**src/rtl/scfr_pkg.sv**
```systemverilog
// ----------------------------------------------------------------------------
// scfr_pkg
// shared types, codes and the byte-wide crc step of the command frame receiver
// ----------------------------------------------------------------------------
package scfr_pkg;

  // frame limits and lookup width
  localparam int COMMAND_SLOTS   = 4;
  localparam int MAX_FRAME_BYTES = 256;

  localparam logic [7:0]  LEN_MIN  = 8'd5;
  localparam logic [7:0]  LEN_MAX  = 8'(MAX_FRAME_BYTES - 2);
  localparam logic [15:0] CRC_POLY = 16'h8005;

  // byte positions inside the header
  localparam logic [7:0] POS_COMMAND = 8'd2;
  localparam logic [7:0] POS_PACKET  = 8'd3;
  localparam logic [7:0] POS_BODY    = 8'd5;

  // configuration port
  localparam int CFG_ADDR_W = 5;

  localparam logic [2:0] REG_SYNC_FIRST    = 3'd0;
  localparam logic [2:0] REG_SYNC_SECOND   = 3'd1;
  localparam logic [2:0] REG_HUNT_LIMIT    = 3'd2;
  localparam logic [2:0] REG_FRAME_LIMIT   = 3'd3;
  localparam logic [2:0] REG_COMMAND_CODES = 3'd4;
  localparam logic [2:0] REG_COMMAND_VALID = 3'd5;

  localparam logic [7:0]  SYNC_FIRST_RST  = 8'h1b;
  localparam logic [7:0]  SYNC_SECOND_RST = 8'h10;
  localparam logic [31:0] TICK_LIMIT_RST  = 32'd100000;

  // input item codes
  localparam logic CMD_BYTE = 1'b0;
  localparam logic CMD_TICK = 1'b1;

  // result item kinds
  localparam logic KIND_PARAM  = 1'b0;
  localparam logic KIND_STATUS = 1'b1;

  typedef enum logic [2:0] {
    ST_OK_LAST      = 3'd0,
    ST_OK_MORE      = 3'd1,
    ST_CRC_ERROR    = 3'd2,
    ST_UNKNOWN_CMD  = 3'd3,
    ST_HDR_TIMEOUT  = 3'd4,
    ST_BODY_TIMEOUT = 3'd5,
    ST_NO_DATA      = 3'd6,
    ST_BAD_LENGTH   = 3'd7
  } scfr_status_t;

  typedef enum logic [2:0] {
    PH_HUNT   = 3'd0,
    PH_ARMED  = 3'd1,
    PH_HEADER = 3'd2,
    PH_BODY   = 3'd3,
    PH_CRC_HI = 3'd4,
    PH_CRC_LO = 3'd5
  } scfr_phase_t;

  typedef struct packed {
    logic [7:0]  sync_first;
    logic [7:0]  sync_second;
    logic [31:0] hunt_tick_limit;
    logic [31:0] frame_tick_limit;
    logic [31:0] command_codes;
    logic [3:0]  command_valid;
  } scfr_cfg_t;

  // crc-16, poly 0x8005, msb first, one byte
  function automatic logic [15:0] crc_byte(input logic [15:0] crc_in, input logic [7:0] data);
    logic [15:0] c;
    logic        top;
    c = crc_in;
    for (int k = 0; k < 8; k++) begin
      top = c[15];
      c   = {c[14:0], 1'b0};
      if (top ^ data[7-k]) begin
        c = c ^ CRC_POLY;
      end
    end
    return c;
  endfunction

endpackage

```
**src/rtl/scfr_if.sv**
```systemverilog
// ----------------------------------------------------------------------------
// scfr_if
// valid/ready channels for received items and frame results
// ----------------------------------------------------------------------------
interface scfr_in_if;
  logic       valid;
  logic       ready;
  logic       cmd;
  logic [7:0] rx_byte;

  modport source (output valid, output cmd, output rx_byte, input ready);
  modport sink   (input valid, input cmd, input rx_byte, output ready);
endinterface

interface scfr_out_if;
  logic       valid;
  logic       ready;
  logic       kind;
  logic [7:0] param_byte;
  logic [2:0] status;
  logic [7:0] frame_command;
  logic [1:0] command_slot;
  logic [7:0] packet_number;

  modport source (output valid, output kind, output param_byte, output status,
                  output frame_command, output command_slot, output packet_number,
                  input ready);
  modport sink   (input valid, input kind, input param_byte, input status,
                  input frame_command, input command_slot, input packet_number,
                  output ready);
endinterface

```
**src/rtl/serial_command_frame_receiver_core.sv**
```systemverilog
// ----------------------------------------------------------------------------
// serial_command_frame_receiver_core
// sync hunt, header/body parse, crc-16 check, command lookup and tick timeouts
// ----------------------------------------------------------------------------
//  channel  | dir | handshake     | payload
//  ---------+-----+---------------+---------------------------------------------
//  in_ch    | in  | valid/ready   | cmd (byte or tick), rx_byte
//  out_ch   | out | valid/ready   | kind, param_byte, status, frame_command,
//           |     |               | command_slot, packet_number
//  cfg      | in  | apb psel/pen. | six registers at byte address 4*index
//
//  an item goes through two registers: the input register, then the result
//  register; a result is written into the result register when the held item
//  is processed and the result register can advance
//  one item per cycle sustained while results are not stalled by out_ch.ready
//  rst_n is synchronous; it clears the frame state and timers and returns
//  the configuration registers to their default values
//  a stalled result holds the result register; the input register still
//  fills, then in_ch.ready drops until out_ch.ready returns
// ----------------------------------------------------------------------------
module serial_command_frame_receiver_core import scfr_pkg::*; (
  input  logic                  clk,
  input  logic                  rst_n,
  scfr_in_if.sink               in_ch,
  scfr_out_if.source            out_ch,
  input  logic                  psel,
  input  logic                  penable,
  input  logic                  pwrite,
  input  logic [CFG_ADDR_W-1:0] paddr,
  input  logic [31:0]           pwdata,
  output logic [31:0]           prdata,
  output logic                  pready
);

  scfr_cfg_t cfg;

  scfr_regs u_regs (
    .clk     (clk),
    .rst_n   (rst_n),
    .psel    (psel),
    .penable (penable),
    .pwrite  (pwrite),
    .paddr   (paddr),
    .pwdata  (pwdata),
    .prdata  (prdata),
    .pready  (pready),
    .cfg     (cfg)
  );

  // ---------------------------------------------------------------------------
  // input register
  // ---------------------------------------------------------------------------
  logic       s1_valid_r, s1_valid_nxt;
  logic       s1_cmd_r;
  logic [7:0] s1_byte_r;
  logic       in_fire;
  logic       advance;   // result register can take a new value this cycle
  logic       s1_fire;   // held item gets processed this cycle

  logic       out_valid_r, out_valid_nxt;

  assign advance      = !out_valid_r || out_ch.ready;
  assign s1_fire      = s1_valid_r && advance;
  assign in_ch.ready  = !s1_valid_r || advance;
  assign in_fire      = in_ch.valid && in_ch.ready;
  assign s1_valid_nxt = in_fire ? 1'b1 : (s1_fire ? 1'b0 : s1_valid_r);

  always_ff @(posedge clk) begin
    if (!rst_n) begin
      s1_valid_r <= 1'b0;
    end else begin
      s1_valid_r <= s1_valid_nxt;
    end
  end

  // payload, no reset needed
  always_ff @(posedge clk) begin
    if (in_fire) begin
      s1_cmd_r  <= in_ch.cmd;
      s1_byte_r <= in_ch.rx_byte;
    end
  end

  // ---------------------------------------------------------------------------
  // frame state
  // ---------------------------------------------------------------------------
  scfr_phase_t phase_r, phase_nxt;
  logic [7:0]  pos_r, pos_nxt;
  logic [15:0] crc_r, crc_nxt;
  logic [7:0]  held_cmd_r, held_cmd_nxt;
  logic [7:0]  held_pkt_r, held_pkt_nxt;
  logic [7:0]  held_len_r, held_len_nxt;
  logic        hi_match_r, hi_match_nxt;
  logic [31:0] tick_r, tick_nxt;

  logic [31:0]  tick_inc;
  logic [7:0]   pos_inc;
  logic [15:0]  crc_upd;
  logic         clear_frame;
  logic         slot_found;
  logic [1:0]   slot_idx;

  logic         res_valid;
  logic         res_kind;
  logic [7:0]   res_param;
  scfr_status_t res_status;
  logic [1:0]   res_slot;

  // saturating tick count
  assign tick_inc = (tick_r == '1) ? tick_r : tick_r + 32'd1;
  assign pos_inc  = pos_r + 8'd1;
  assign crc_upd  = crc_byte(crc_r, s1_byte_r);

  // first valid slot whose code matches, lowest index wins
  always_comb begin
    slot_found = 1'b0;
    slot_idx   = '0;
    for (int s = COMMAND_SLOTS - 1; s >= 0; s--) begin
      if (cfg.command_valid[s] && cfg.command_codes[8*s +: 8] == held_cmd_r) begin
        slot_found = 1'b1;
        slot_idx   = 2'(s);
      end
    end
  end

  always_comb begin
    phase_nxt    = phase_r;
    pos_nxt      = pos_r;
    crc_nxt      = crc_r;
    held_cmd_nxt = held_cmd_r;
    held_pkt_nxt = held_pkt_r;
    held_len_nxt = held_len_r;
    hi_match_nxt = hi_match_r;
    tick_nxt     = tick_r;
    clear_frame  = 1'b0;
    res_valid    = 1'b0;
    res_kind     = KIND_STATUS;
    res_param    = '0;
    res_status   = ST_OK_LAST;
    res_slot     = '0;

    if (s1_fire) begin
      if (s1_cmd_r == CMD_TICK) begin
        tick_nxt = tick_inc;
        case (phase_r)
          PH_HUNT, PH_ARMED: begin
            if (tick_inc > cfg.hunt_tick_limit) begin
              res_valid  = 1'b1;
              res_status = ST_NO_DATA;
            end
          end
          PH_HEADER: begin
            if (tick_inc > cfg.frame_tick_limit) begin
              res_valid  = 1'b1;
              res_status = ST_HDR_TIMEOUT;
            end
          end
          default: begin
            if (tick_inc > cfg.frame_tick_limit) begin
              res_valid  = 1'b1;
              res_status = ST_BODY_TIMEOUT;
            end
          end
        endcase
      end else begin
        case (phase_r)
          PH_HUNT: begin
            if (s1_byte_r == cfg.sync_first) begin
              phase_nxt = PH_ARMED;
            end
          end
          PH_ARMED: begin
            // second sync takes priority when both sync bytes are equal
            if (s1_byte_r == cfg.sync_second) begin
              crc_nxt      = crc_byte(crc_byte(16'd0, cfg.sync_first), cfg.sync_second);
              held_cmd_nxt = '0;
              held_pkt_nxt = '0;
              held_len_nxt = '0;
              hi_match_nxt = 1'b0;
              pos_nxt      = POS_COMMAND;
              phase_nxt    = PH_HEADER;
            end else if (s1_byte_r != cfg.sync_first) begin
              phase_nxt = PH_HUNT;
            end
          end
          PH_HEADER: begin
            crc_nxt = crc_upd;
            if (pos_r == POS_COMMAND) begin
              held_cmd_nxt = s1_byte_r;
              pos_nxt      = POS_PACKET;
            end else if (pos_r == POS_PACKET) begin
              held_pkt_nxt = s1_byte_r;
              pos_nxt      = pos_inc;
            end else begin
              held_len_nxt = s1_byte_r;
              pos_nxt      = POS_BODY;
              if (s1_byte_r < LEN_MIN || s1_byte_r > LEN_MAX) begin
                res_valid  = 1'b1;
                res_status = ST_BAD_LENGTH;
              end else if (s1_byte_r == LEN_MIN) begin
                phase_nxt = PH_CRC_HI;
              end else begin
                phase_nxt = PH_BODY;
              end
            end
          end
          PH_BODY: begin
            crc_nxt   = crc_upd;
            pos_nxt   = pos_inc;
            if (pos_inc >= held_len_r) begin
              phase_nxt = PH_CRC_HI;
            end
            res_valid = 1'b1;
            res_kind  = KIND_PARAM;
            res_param = s1_byte_r;
          end
          PH_CRC_HI: begin
            hi_match_nxt = (s1_byte_r == crc_r[15:8]);
            phase_nxt    = PH_CRC_LO;
          end
          default: begin
            // crc before command lookup
            res_valid = 1'b1;
            if (!(hi_match_r && s1_byte_r == crc_r[7:0])) begin
              res_status = ST_CRC_ERROR;
            end else if (slot_found) begin
              res_status = (held_pkt_r != 8'd0) ? ST_OK_MORE : ST_OK_LAST;
              res_slot   = slot_idx;
            end else begin
              res_status = ST_UNKNOWN_CMD;
            end
          end
        endcase
      end

      // any status ends the frame and restarts the hunt
      clear_frame = res_valid && (res_kind == KIND_STATUS);
    end

    if (clear_frame) begin
      phase_nxt    = PH_HUNT;
      pos_nxt      = '0;
      crc_nxt      = '0;
      held_cmd_nxt = '0;
      held_pkt_nxt = '0;
      held_len_nxt = '0;
      hi_match_nxt = 1'b0;
      tick_nxt     = '0;
    end
  end

  always_ff @(posedge clk) begin
    if (!rst_n) begin
      phase_r <= PH_HUNT;
    end else begin
      phase_r <= phase_nxt;
    end
  end

  always_ff @(posedge clk) begin
    if (!rst_n) begin
      pos_r      <= '0;
      crc_r      <= '0;
      held_cmd_r <= '0;
      held_pkt_r <= '0;
      held_len_r <= '0;
      hi_match_r <= 1'b0;
      tick_r     <= '0;
    end else begin
      pos_r      <= pos_nxt;
      crc_r      <= crc_nxt;
      held_cmd_r <= held_cmd_nxt;
      held_pkt_r <= held_pkt_nxt;
      held_len_r <= held_len_nxt;
      hi_match_r <= hi_match_nxt;
      tick_r     <= tick_nxt;
    end
  end

  // ---------------------------------------------------------------------------
  // result register
  // ---------------------------------------------------------------------------
  logic         out_kind_r;
  logic [7:0]   out_param_r;
  scfr_status_t out_status_r;
  logic [7:0]   out_cmd_r;
  logic [1:0]   out_slot_r;
  logic [7:0]   out_pkt_r;

  // when advancing, the old result is gone (taken or never there)
  assign out_valid_nxt = advance ? (s1_fire && res_valid) : out_valid_r;

  always_ff @(posedge clk) begin
    if (!rst_n) begin
      out_valid_r <= 1'b0;
    end else begin
      out_valid_r <= out_valid_nxt;
    end
  end

  // frame_command and packet_number are the values held before the clear
  always_ff @(posedge clk) begin
    if (s1_fire && res_valid) begin
      out_kind_r   <= res_kind;
      out_param_r  <= res_param;
      out_status_r <= res_status;
      out_cmd_r    <= held_cmd_r;
      out_slot_r   <= res_slot;
      out_pkt_r    <= held_pkt_r;
    end
  end

  assign out_ch.valid         = out_valid_r;
  assign out_ch.kind          = out_kind_r;
  assign out_ch.param_byte    = out_param_r;
  assign out_ch.status        = out_status_r;
  assign out_ch.frame_command = out_cmd_r;
  assign out_ch.command_slot  = out_slot_r;
  assign out_ch.packet_number = out_pkt_r;

  // ---------------------------------------------------------------------------
  // assertions
  // ---------------------------------------------------------------------------
  a_status_clears_frame: assert property (@(posedge clk) disable iff (!rst_n)
    (s1_fire && res_valid && res_kind == KIND_STATUS) |=>
      (phase_r == PH_HUNT && tick_r == '0 && pos_r == '0))
    else $error("frame state not cleared after a status result");

  a_param_only_in_body: assert property (@(posedge clk) disable iff (!rst_n)
    (s1_fire && res_valid && res_kind == KIND_PARAM) |-> (phase_r == PH_BODY))
    else $error("parameter byte produced outside the frame body");

  a_ready_when_empty: assert property (@(posedge clk) disable iff (!rst_n)
    !out_valid_r |-> in_ch.ready)
    else $error("input stalled while the result register is empty");

  a_header_position: assert property (@(posedge clk) disable iff (!rst_n)
    (phase_r == PH_HEADER) |->
      (pos_r == POS_COMMAND || pos_r == POS_PACKET || pos_r == 8'd4))
    else $error("header byte position out of range");

  a_stall_keeps_input: assert property (@(posedge clk) disable iff (!rst_n)
    (s1_valid_r && !advance) |=> (s1_valid_r && $stable(s1_byte_r) && $stable(s1_cmd_r)))
    else $error("held input item lost during an output stall");

endmodule

```
**src/rtl/scfr_regs.sv**
```systemverilog
// ----------------------------------------------------------------------------
// scfr_regs
// apb-style configuration registers of the command frame receiver
// ----------------------------------------------------------------------------
module scfr_regs import scfr_pkg::*; (
  input  logic                  clk,
  input  logic                  rst_n,
  input  logic                  psel,
  input  logic                  penable,
  input  logic                  pwrite,
  input  logic [CFG_ADDR_W-1:0] paddr,
  input  logic [31:0]           pwdata,
  output logic [31:0]           prdata,
  output logic                  pready,
  output scfr_cfg_t             cfg
);

  scfr_cfg_t  cfg_r;
  scfr_cfg_t  cfg_nxt;
  logic [2:0] reg_idx;
  logic       wr_en;

  assign reg_idx = paddr[CFG_ADDR_W-1:2];
  assign pready  = 1'b1;
  assign wr_en   = psel && penable && pwrite && pready;
  assign cfg     = cfg_r;

  always_comb begin
    cfg_nxt = cfg_r;
    if (wr_en) begin
      case (reg_idx)
        REG_SYNC_FIRST:    cfg_nxt.sync_first       = pwdata[7:0];
        REG_SYNC_SECOND:   cfg_nxt.sync_second      = pwdata[7:0];
        REG_HUNT_LIMIT:    cfg_nxt.hunt_tick_limit  = pwdata;
        REG_FRAME_LIMIT:   cfg_nxt.frame_tick_limit = pwdata;
        REG_COMMAND_CODES: cfg_nxt.command_codes    = pwdata;
        REG_COMMAND_VALID: cfg_nxt.command_valid    = pwdata[3:0];
        default:           cfg_nxt = cfg_r;
      endcase
    end
  end

  always_ff @(posedge clk) begin
    if (!rst_n) begin
      cfg_r.sync_first       <= SYNC_FIRST_RST;
      cfg_r.sync_second      <= SYNC_SECOND_RST;
      cfg_r.hunt_tick_limit  <= TICK_LIMIT_RST;
      cfg_r.frame_tick_limit <= TICK_LIMIT_RST;
      cfg_r.command_codes    <= '0;
      cfg_r.command_valid    <= '0;
    end else begin
      cfg_r <= cfg_nxt;
    end
  end

  always_comb begin
    case (reg_idx)
      REG_SYNC_FIRST:    prdata = {24'd0, cfg_r.sync_first};
      REG_SYNC_SECOND:   prdata = {24'd0, cfg_r.sync_second};
      REG_HUNT_LIMIT:    prdata = cfg_r.hunt_tick_limit;
      REG_FRAME_LIMIT:   prdata = cfg_r.frame_tick_limit;
      REG_COMMAND_CODES: prdata = cfg_r.command_codes;
      REG_COMMAND_VALID: prdata = {28'd0, cfg_r.command_valid};
      default:           prdata = '0;
    endcase
  end

endmodule

```
**src/flat_wrapper.sv**
```systemverilog
// flat-port wrapper written by rule: the top's interface ports become plain ports
module serial_command_frame_receiver_core_flat import scfr_pkg::*;
  (clk, rst_n, psel, penable, pwrite, paddr, pwdata, prdata, pready, in_ch_valid, in_ch_cmd, in_ch_rx_byte, in_ch_ready, out_ch_valid, out_ch_kind, out_ch_param_byte, out_ch_status, out_ch_frame_command, out_ch_command_slot, out_ch_packet_number, out_ch_ready);
  scfr_in_if in_ch_i ();
  scfr_out_if out_ch_i ();
  input  logic clk;
  input  logic rst_n;
  input  logic psel;
  input  logic penable;
  input  logic pwrite;
  input  logic [CFG_ADDR_W-1:0] paddr;
  input  logic [31:0] pwdata;
  output logic [31:0] prdata;
  output logic pready;
  input wire logic [$bits(in_ch_i.valid)-1:0] in_ch_valid;
  input wire logic [$bits(in_ch_i.cmd)-1:0] in_ch_cmd;
  input wire logic [$bits(in_ch_i.rx_byte)-1:0] in_ch_rx_byte;
  output wire logic [$bits(in_ch_i.ready)-1:0] in_ch_ready;
  output wire logic [$bits(out_ch_i.valid)-1:0] out_ch_valid;
  output wire logic [$bits(out_ch_i.kind)-1:0] out_ch_kind;
  output wire logic [$bits(out_ch_i.param_byte)-1:0] out_ch_param_byte;
  output wire logic [$bits(out_ch_i.status)-1:0] out_ch_status;
  output wire logic [$bits(out_ch_i.frame_command)-1:0] out_ch_frame_command;
  output wire logic [$bits(out_ch_i.command_slot)-1:0] out_ch_command_slot;
  output wire logic [$bits(out_ch_i.packet_number)-1:0] out_ch_packet_number;
  input wire logic [$bits(out_ch_i.ready)-1:0] out_ch_ready;
  assign in_ch_i.valid = in_ch_valid;
  assign in_ch_i.cmd = in_ch_cmd;
  assign in_ch_i.rx_byte = in_ch_rx_byte;
  assign in_ch_ready = in_ch_i.ready;
  assign out_ch_valid = out_ch_i.valid;
  assign out_ch_kind = out_ch_i.kind;
  assign out_ch_param_byte = out_ch_i.param_byte;
  assign out_ch_status = out_ch_i.status;
  assign out_ch_frame_command = out_ch_i.frame_command;
  assign out_ch_command_slot = out_ch_i.command_slot;
  assign out_ch_packet_number = out_ch_i.packet_number;
  assign out_ch_i.ready = out_ch_ready;
  serial_command_frame_receiver_core u_core (.clk(clk), .rst_n(rst_n), .in_ch(in_ch_i), .out_ch(out_ch_i), .psel(psel), .penable(penable), .pwrite(pwrite), .paddr(paddr), .pwdata(pwdata), .prdata(prdata), .pready(pready));
endmodule
```
**config.mk**
```make
export PLATFORM = sky130hd
export DESIGN_NAME = serial_command_frame_receiver_core_flat
export DESIGN_NICKNAME = d
export VERILOG_FILES = /design/src/rtl/scfr_pkg.sv /design/src/rtl/scfr_if.sv /design/src/rtl/serial_command_frame_receiver_core.sv /design/src/rtl/scfr_regs.sv /design/src/flat_wrapper.sv
export SDC_FILE = /design/constraint.sdc
export NUM_CORES = 1
export LEC_CHECK = 0
export BUFFER_PORTS_ARGS = -buffer_cell sky130_fd_sc_hd__buf_2
export CAP_MARGIN = 20
export CORE_ASPECT_RATIO = 2
export CORE_MARGIN = 2
export CORE_UTILIZATION = 40
export CTS_CLUSTER_DIAMETER = 80
export DETAILED_ROUTE_END_ITERATION = 7
export GPL_ROUTABILITY_DRIVEN = 0
export PLACE_DENSITY = 0.63
export SETUP_SLACK_MARGIN = 0.1
export SYNTH_ARGS = -nofsm -noshare
export SYNTH_HDL_FRONTEND = slang
export SYNTH_SLANG_ARGS = --single-unit
```
**constraint.sdc**
```tcl
create_clock -name clk -period 5.3 [get_ports clk]
set_input_delay 1.06 -clock clk [delete_from_list [all_inputs] [get_ports clk]]
set_output_delay 1.06 -clock clk [all_outputs]
set_load 0.03 [all_outputs]
```
Word-level counts from Yosys, hierarchy flattened --
Index checks and enable logic that the tools add are counted.
Storage, ports and cells: logic and storage cells 309, output and inout port bits 65, bits in registers 241
Operators by class: eq/ne operators 31, order comparisons 5, add/sub/neg operators 2, reduce and logical (&&, ||, !) cells 47, bitwise gates (word level) 52, mux-type cells 147
Operators by type and width (number):
- $mux 16 | 85
- $pmux 32 s6 | 1
- $mux 8 | 9
- $not 3->3 | 23
- $eq 8x8->1 | 8
- $gt 32x32->1 | 2
- $mux 3 | 17
- $pmux 8 s2 | 3
- $add 32x1->32 const B | 1
- $eq 32x32->1 const B | 1
- $mux 32 | 1
- $pmux 16 s2 | 1
- $pmux 8 s3 | 1
- $xor 1x1->1 | 23
- $mux 1 | 22
- $eq 8x2->1 const B | 2
- $pmux 3 s5 | 1
- $reduce_and 2->1 | 7
- $eq 3x2->1 const B | 4
- $pmux 3 s2 | 2
- $reduce_and 4->1 | 3
- $reduce_and 6->1 | 2
- $logic_and 1x1->1 | 11
- $reduce_or 11->1 | 1
- other kinds (27) | 53

Longest topological paths before layout --
word-level depth 93, mapped depth 20, depth with buffers taken out 16

Cells and area by module --
A second synthesis with hierarchy kept.
Unflattened totals: cells, all modules 1615, area, all modules 13983.4 um^2
Modules (own cells, without submodules):
- serial_command_frame_receiver_core | seq. area each 2892.8 um^2, times used 1, area an instance 8740.9 um^2, cells an instance 1068
- scfr_regs | seq. area each 2322.2 um^2, times used 1, area an instance 5242.5 um^2, cells an instance 547

Least setup slack after synthesis --
Ideal clock, no wire load.
kind register to register, start reg u_core.tick_r[8], end reg u_core.out_slot_r[0] (netlist: u_core.out_ch.command_slot[0]), enable pin, arrival time 3.860 ns, setup time 0.391 ns, buffers on the path 2, slack 1.049 ns, data required time 4.909 ns, cell stages (with the launch flop) 17, period minus slack after synthesis 4.251 ns, cell sequence dfxtp_1 -> buf_4 -> and4_4 -> and4_4 -> and3_4 -> a211o_1 -> or3_1 -> buf_6 -> nor2_1 -> xor2_1 -> ha_1 -> nand2_1 -> nor4_1 -> o311a_1 -> o21ai_0 -> nand2_1 -> and3_1
On the way: cells in the longest elaborated chain, start to end 9
RTL lines:
- start: declaration | RTL line serial_command_frame_receiver_core.sv:94 | logic [31:0] tick_r, tick_nxt;
- start signal: assignment | RTL line serial_command_frame_receiver_core.sv:276 | tick_r <= tick_nxt;
- $add 32x1->32 or $eq 32x32->1 (tied branches) | RTL line serial_command_frame_receiver_core.sv:110 | assign tick_inc = (tick_r == '1) ? tick_r : tick_r + 32'd1;
- $mux 32 * | RTL line serial_command_frame_receiver_core.sv:110
- via u_core.tick_inc[21] | RTL line serial_command_frame_receiver_core.sv:96 | logic [31:0] tick_inc;
- $gt 32x32->1 (on tied branches) | RTL line serial_command_frame_receiver_core.sv:153, serial_command_frame_receiver_core.sv:159, serial_command_frame_receiver_core.sv:147
- $mux 1 (on tied branches) | RTL line serial_command_frame_receiver_core.sv:153, serial_command_frame_receiver_core.sv:159, serial_command_frame_receiver_core.sv:147
- $mux 1 *
- $mux 1 * | RTL line serial_command_frame_receiver_core.sv:143 | if (s1_cmd_r == CMD_TICK) begin
- $mux 1 * (2 in series) | RTL line serial_command_frame_receiver_core.sv:142 | if (s1_fire) begin
- $logic_and 1x1->1 * | RTL line serial_command_frame_receiver_core.sv:303 | if (s1_fire && res_valid) begin
- end signal: assignment | RTL line serial_command_frame_receiver_core.sv:308 | out_slot_r <= res_slot;
- end: declaration | RTL line serial_command_frame_receiver_core.sv:287 | logic [1:0] out_slot_r;
Mark *: on every way through the listed nets, which the timed path passes. The rest lies on a longest branch. The select of a mux whose other input is x is not followed. A chain may end at the register's enable or synchronous reset.

Worst setup path in the final report --
start reg u_core.tick_r[8], end reg u_core.phase_r[0]
On the way: cells in the longest elaborated chain, start to end 10
RTL lines:
- $add 32x1->32 or $eq 32x32->1 (tied branches) | RTL line serial_command_frame_receiver_core.sv:110
- $mux 32 * | RTL line serial_command_frame_receiver_core.sv:110
- via u_core.tick_inc[29] | RTL line serial_command_frame_receiver_core.sv:96
- $gt 32x32->1 (on tied branches) | RTL line serial_command_frame_receiver_core.sv:153, serial_command_frame_receiver_core.sv:159, serial_command_frame_receiver_core.sv:147
- $mux 1 (on tied branches) | RTL line serial_command_frame_receiver_core.sv:153, serial_command_frame_receiver_core.sv:159, serial_command_frame_receiver_core.sv:147
- $mux 1 *
- $mux 1 * | RTL line serial_command_frame_receiver_core.sv:143
- $mux 1 * | RTL line serial_command_frame_receiver_core.sv:142
- $logic_and 1x1->1 * | RTL line serial_command_frame_receiver_core.sv:237 | clear_frame = res_valid && (res_kind == KIND_STATUS);
- $mux 1 * | RTL line serial_command_frame_receiver_core.sv:142
- $reduce_or 2->1 (no source line) *
- end signal: assignment | RTL line serial_command_frame_receiver_core.sv:256 | phase_r <= phase_nxt;
- end: declaration | RTL line serial_command_frame_receiver_core.sv:87 | scfr_phase_t phase_r, phase_nxt;
Marked as above.

==> out/qor.csv <==
stage,metric,value,unit
run_status,status,"finished, final reports clean",
yosys,synthesized netlist net count,1809,
routing,drt total wl,42800,um
grt,largest net degree at the start of global routing,101,
sta,Rel. slew slack,25.4,%
yosys,Post-synth EDFFs,39,
floorplan,core area,33600,sq um
clocking,CTS tree,done,
job,max cap viols,0,
setup_path,critical path endpoint category,flop,
layout,fillers,3346,
layout,Finished Cell Area,15200,sq um
sta,clk_skew,21.0,ps
floorplan,DIE AREA,35700,sq um
grt,Overflow after GRT,0,
grt,gr usage total,23.7,%
place,Area after DPL,14500,sq um
setup_path,CP arrival,5310,ps
floorplan,Ports,118,
layout,P&R area growth vs syn,11.2,%
hold_path,Worst Hold Path EP,u_core.out_ch.packet_number[2],
hold_path,Worst Hold Launch,u_core.held_pkt_r[2],
sta,Setup TNS,0,ps
yosys,yosys synthesis warning count,0,
sta,Hold WS,469,ps
clocking,CTS Sinks,241,
place,placed wire-length estimate,31900,um
clocking,CTS Hold Bufs,0,
yosys,Cell variety after synth,65,
clocking,clock slew at reported path FFs,70,ps
routing,Avg WL per Cell,19.6,um
sta,fin. max-slew vios,0,
setup_path,start of the worst register-to-register path,u_core.tick_r[8],
yosys,"Top FF cell, synth",dfxtp_1,
setup_path,Reg2Reg Capture Point,u_core.phase_r[0],
hold_path,Worst Hold Class,reg -> reg,
sta,Hold Fails Final Rpt,0,
setup_path,critical path launch point type,flop,
yosys,post-synthesis sequential area ratio,38.2,%
clocking,post-cts sizing count,0,
sta,Tmin final,4870,ps
yosys,synthesized area per cell,8.12,sq um
grt,vias in the first global route,11845,
sta,f_max,0.205,GHz
yosys,ys async rst share,0,%
clocking,Worst-Skew Late Latency,550,ps
routing,1st-pass router iterations,7,
sta,setup violators final,0,
setup_path,FF-to-FF setup slack,430,ps
setup_path,CP required,5740,ps
grt,initial antenna violation count,0,
floorplan,Initial Util,40.6,%
routing,initial drt markers,637,
power_and_ir_drop,PD cells,250,nW/um^2
routing,post-route ant nets,0,
yosys,Seq cells post-synth,241,
hold_path,worst hold path depth,0,
floorplan,Row Count,95,
yosys,Cells after Synth,1681,
clocking,CTS Buf Count,23,
layout,# nets final,1857,
routing,Vias,11869,
clocking,Post-CTS Setup Bufs,0,
sta,worst slew pin tran,1120,ps
place,Port Buffer Count,114,
yosys,mapped cell area,13700,sq um
clocking,htree depth,1,
sta,RSZ-0062 raised after global routing,no,
setup_path,critical path class,reg -> reg,
layout,share of cells above drive strength 1,11.0,%
layout,Ant. Diodes,0,
floorplan,Die H,265,um
grt,wire length of the first global-routing pass,65300,um
clocking,Clock Path Buffers,3,
sta,Final period util,91.9,%
layout,Layout Utilization,45.1,%
power_and_ir_drop,Pleak,0.00575,uW
routing,drc violations,0,
setup_path,crit path from,u_core.tick_r[8],
setup_path,CP Max Fanout,25,
routing,vias per inst,5.44,
setup_path,R2R depth,17,
power_and_ir_drop,peak ir drop on the vdd network,0.250,mV
floorplan,Die W,135,um
clocking,Root Driver,clkbuf_16,
worst max-delay path by stage:
stage                     slack (ps)  cells after the start                            end
after floorplan                 1050                     16  u_core.out_ch.command_slot[0]
after global placement           620                     17              u_core.phase_r[0]
after detailed placement         540                     17              u_core.phase_r[0]
after CTS                        510                     17              u_core.phase_r[0]
after global routing             190                     17              u_core.phase_r[0]
final                            430                     17              u_core.phase_r[0]
cells by family after synthesis:
logic type	synth area share [%]
and+or+nand+nor	20.8
AOI/OAI and AO/OA	14.0
DFF	38.2
buffers and inverters	5.92
xor gates and xnor gates	11.1
adders and majority gates	6.87
muxes	3.12
other	0.0275
sequential cells by signal, indices dropped and copies added (netlist names), 8 cells and up:
name / count
u_core.pos_r: 8
u_core.held_pkt_r: 8
u_core.out_ch.packet_number: 8
u_core.out_ch.frame_command: 8
u_core.s1_byte_r: 8
u_core.u_regs.cfg: 116
u_core.held_len_r: 8
u_core.tick_r: 32
u_core.held_cmd_r: 8
u_core.out_ch.param_byte: 8
u_core.crc_r: 16
layout make-up:
cell class | count | area, sq um | area share [%]
multi-input combinational | 1248 | 7650 | 50.4
sequential | 241 | 5220 | 34.3
timing repair buffer | 131 | 723 | 4.76
clock buffer | 25 | 604 | 3.98
tap | 436 | 546 | 3.59
inverter | 84 | 315 | 2.08
clock inverter | 17 | 131 | 0.865
metrics by stage:
step / instances / worst slack (ps) / power (uW)
after floorplan: 1681 / 1050 / 2090
after global placement: 2140 / 625 / 2190
after detailed placement: 2140 / 538 / 2190
after CTS: 2182 / 513 / 3820
after global routing: 2182 / 188 / 3910
final: 2182 / 431 / 3800
cells in the final DEF (no fill, tap or decap), types with 3 or more instances in the layout:
master	count
a21oi_1	156
nor3_2	5
nand3_1	33
and2_1	13
edfxtp_1	39
clkinv_4	4
a22oi_1	32
clkinv_1	6
o211ai_1	15
nor2b_1	8
a21o_1	7
a211oi_1	22
xor2_1	59
clkinv_2	4
nand2_1	310
a221oi_1	3
buf_4	15
o2111ai_1	3
or3_1	6
nand4_1	29
nor4_1	12
ha_1	75
clkinvlp_4	3
xnor2_1	112
mux2_2	3
and3_1	23
o31ai_1	3
buf_2	114
nor2_1	153
nand2b_1	9
o21ai_0	49
clkbuf_16	24
a31oi_1	5
mux2i_1	37
inv_1	81
dfxtp_1	202
nor3_1	22
o21a_1	4
routing by layer:
metal | wire length, um | global-route usage [%] | up-vias
li1 | - | - | 5788
met1 | 14100 | 21.8 | 5551
met2 | 23400 | 46.2 | 374
met3 | 1660 | 2.59 | 156
met4 | 3630 | 17.8 | 0
met5 | 0 | 0.285 | -
worst max-delay path, cell delays in order (launching register included):
cell       delay (ps)
dfxtp_1           400
and4_4            210
and4_4            220
and3_4            190
a211oi_2          670
nand3_2           240
nor2_1            180
xor2_1            260
ha_1              290
nand4_1           160
nor3_1             80
a2111oi_0         390
o211ai_1          200
o21ai_0           400
nand2_1           150
a31o_2            260
buf_4             240
a311oi_1          220
Yosys cell counts (22+ instances only):
master,number,area (sq um)
nor2_1,153,574
mux2i_1,37,370
ha_1,75,938
xor2_1,59,517
a211oi_1,22,165
a22oi_1,32,240
o21ai_0,49,245
a21oi_1,156,781
edfxtp_1,39,1170
nand4_1,29,181
dfxtp_1,202,4040
inv_1,82,308
nand2_1,310,1160
and3_1,23,144
xnor2_1,112,981
nand3_1,34,170
clkbuf_1,85,319
nor3_1,23,115
report_power, final:
| group | leakage [uW] | total, uW | internal, uW | switching (uW) |
|---|---|---|---|---|
| registers | 0.00200 | 1900 | 1870 | 27.6 |
| logic | 0.00339 | 256 | 82.4 | 173 |
| clock network | 0.000354 | 1640 | 883 | 760 |
Note: power is estimated with default switching activity, not from simulation.
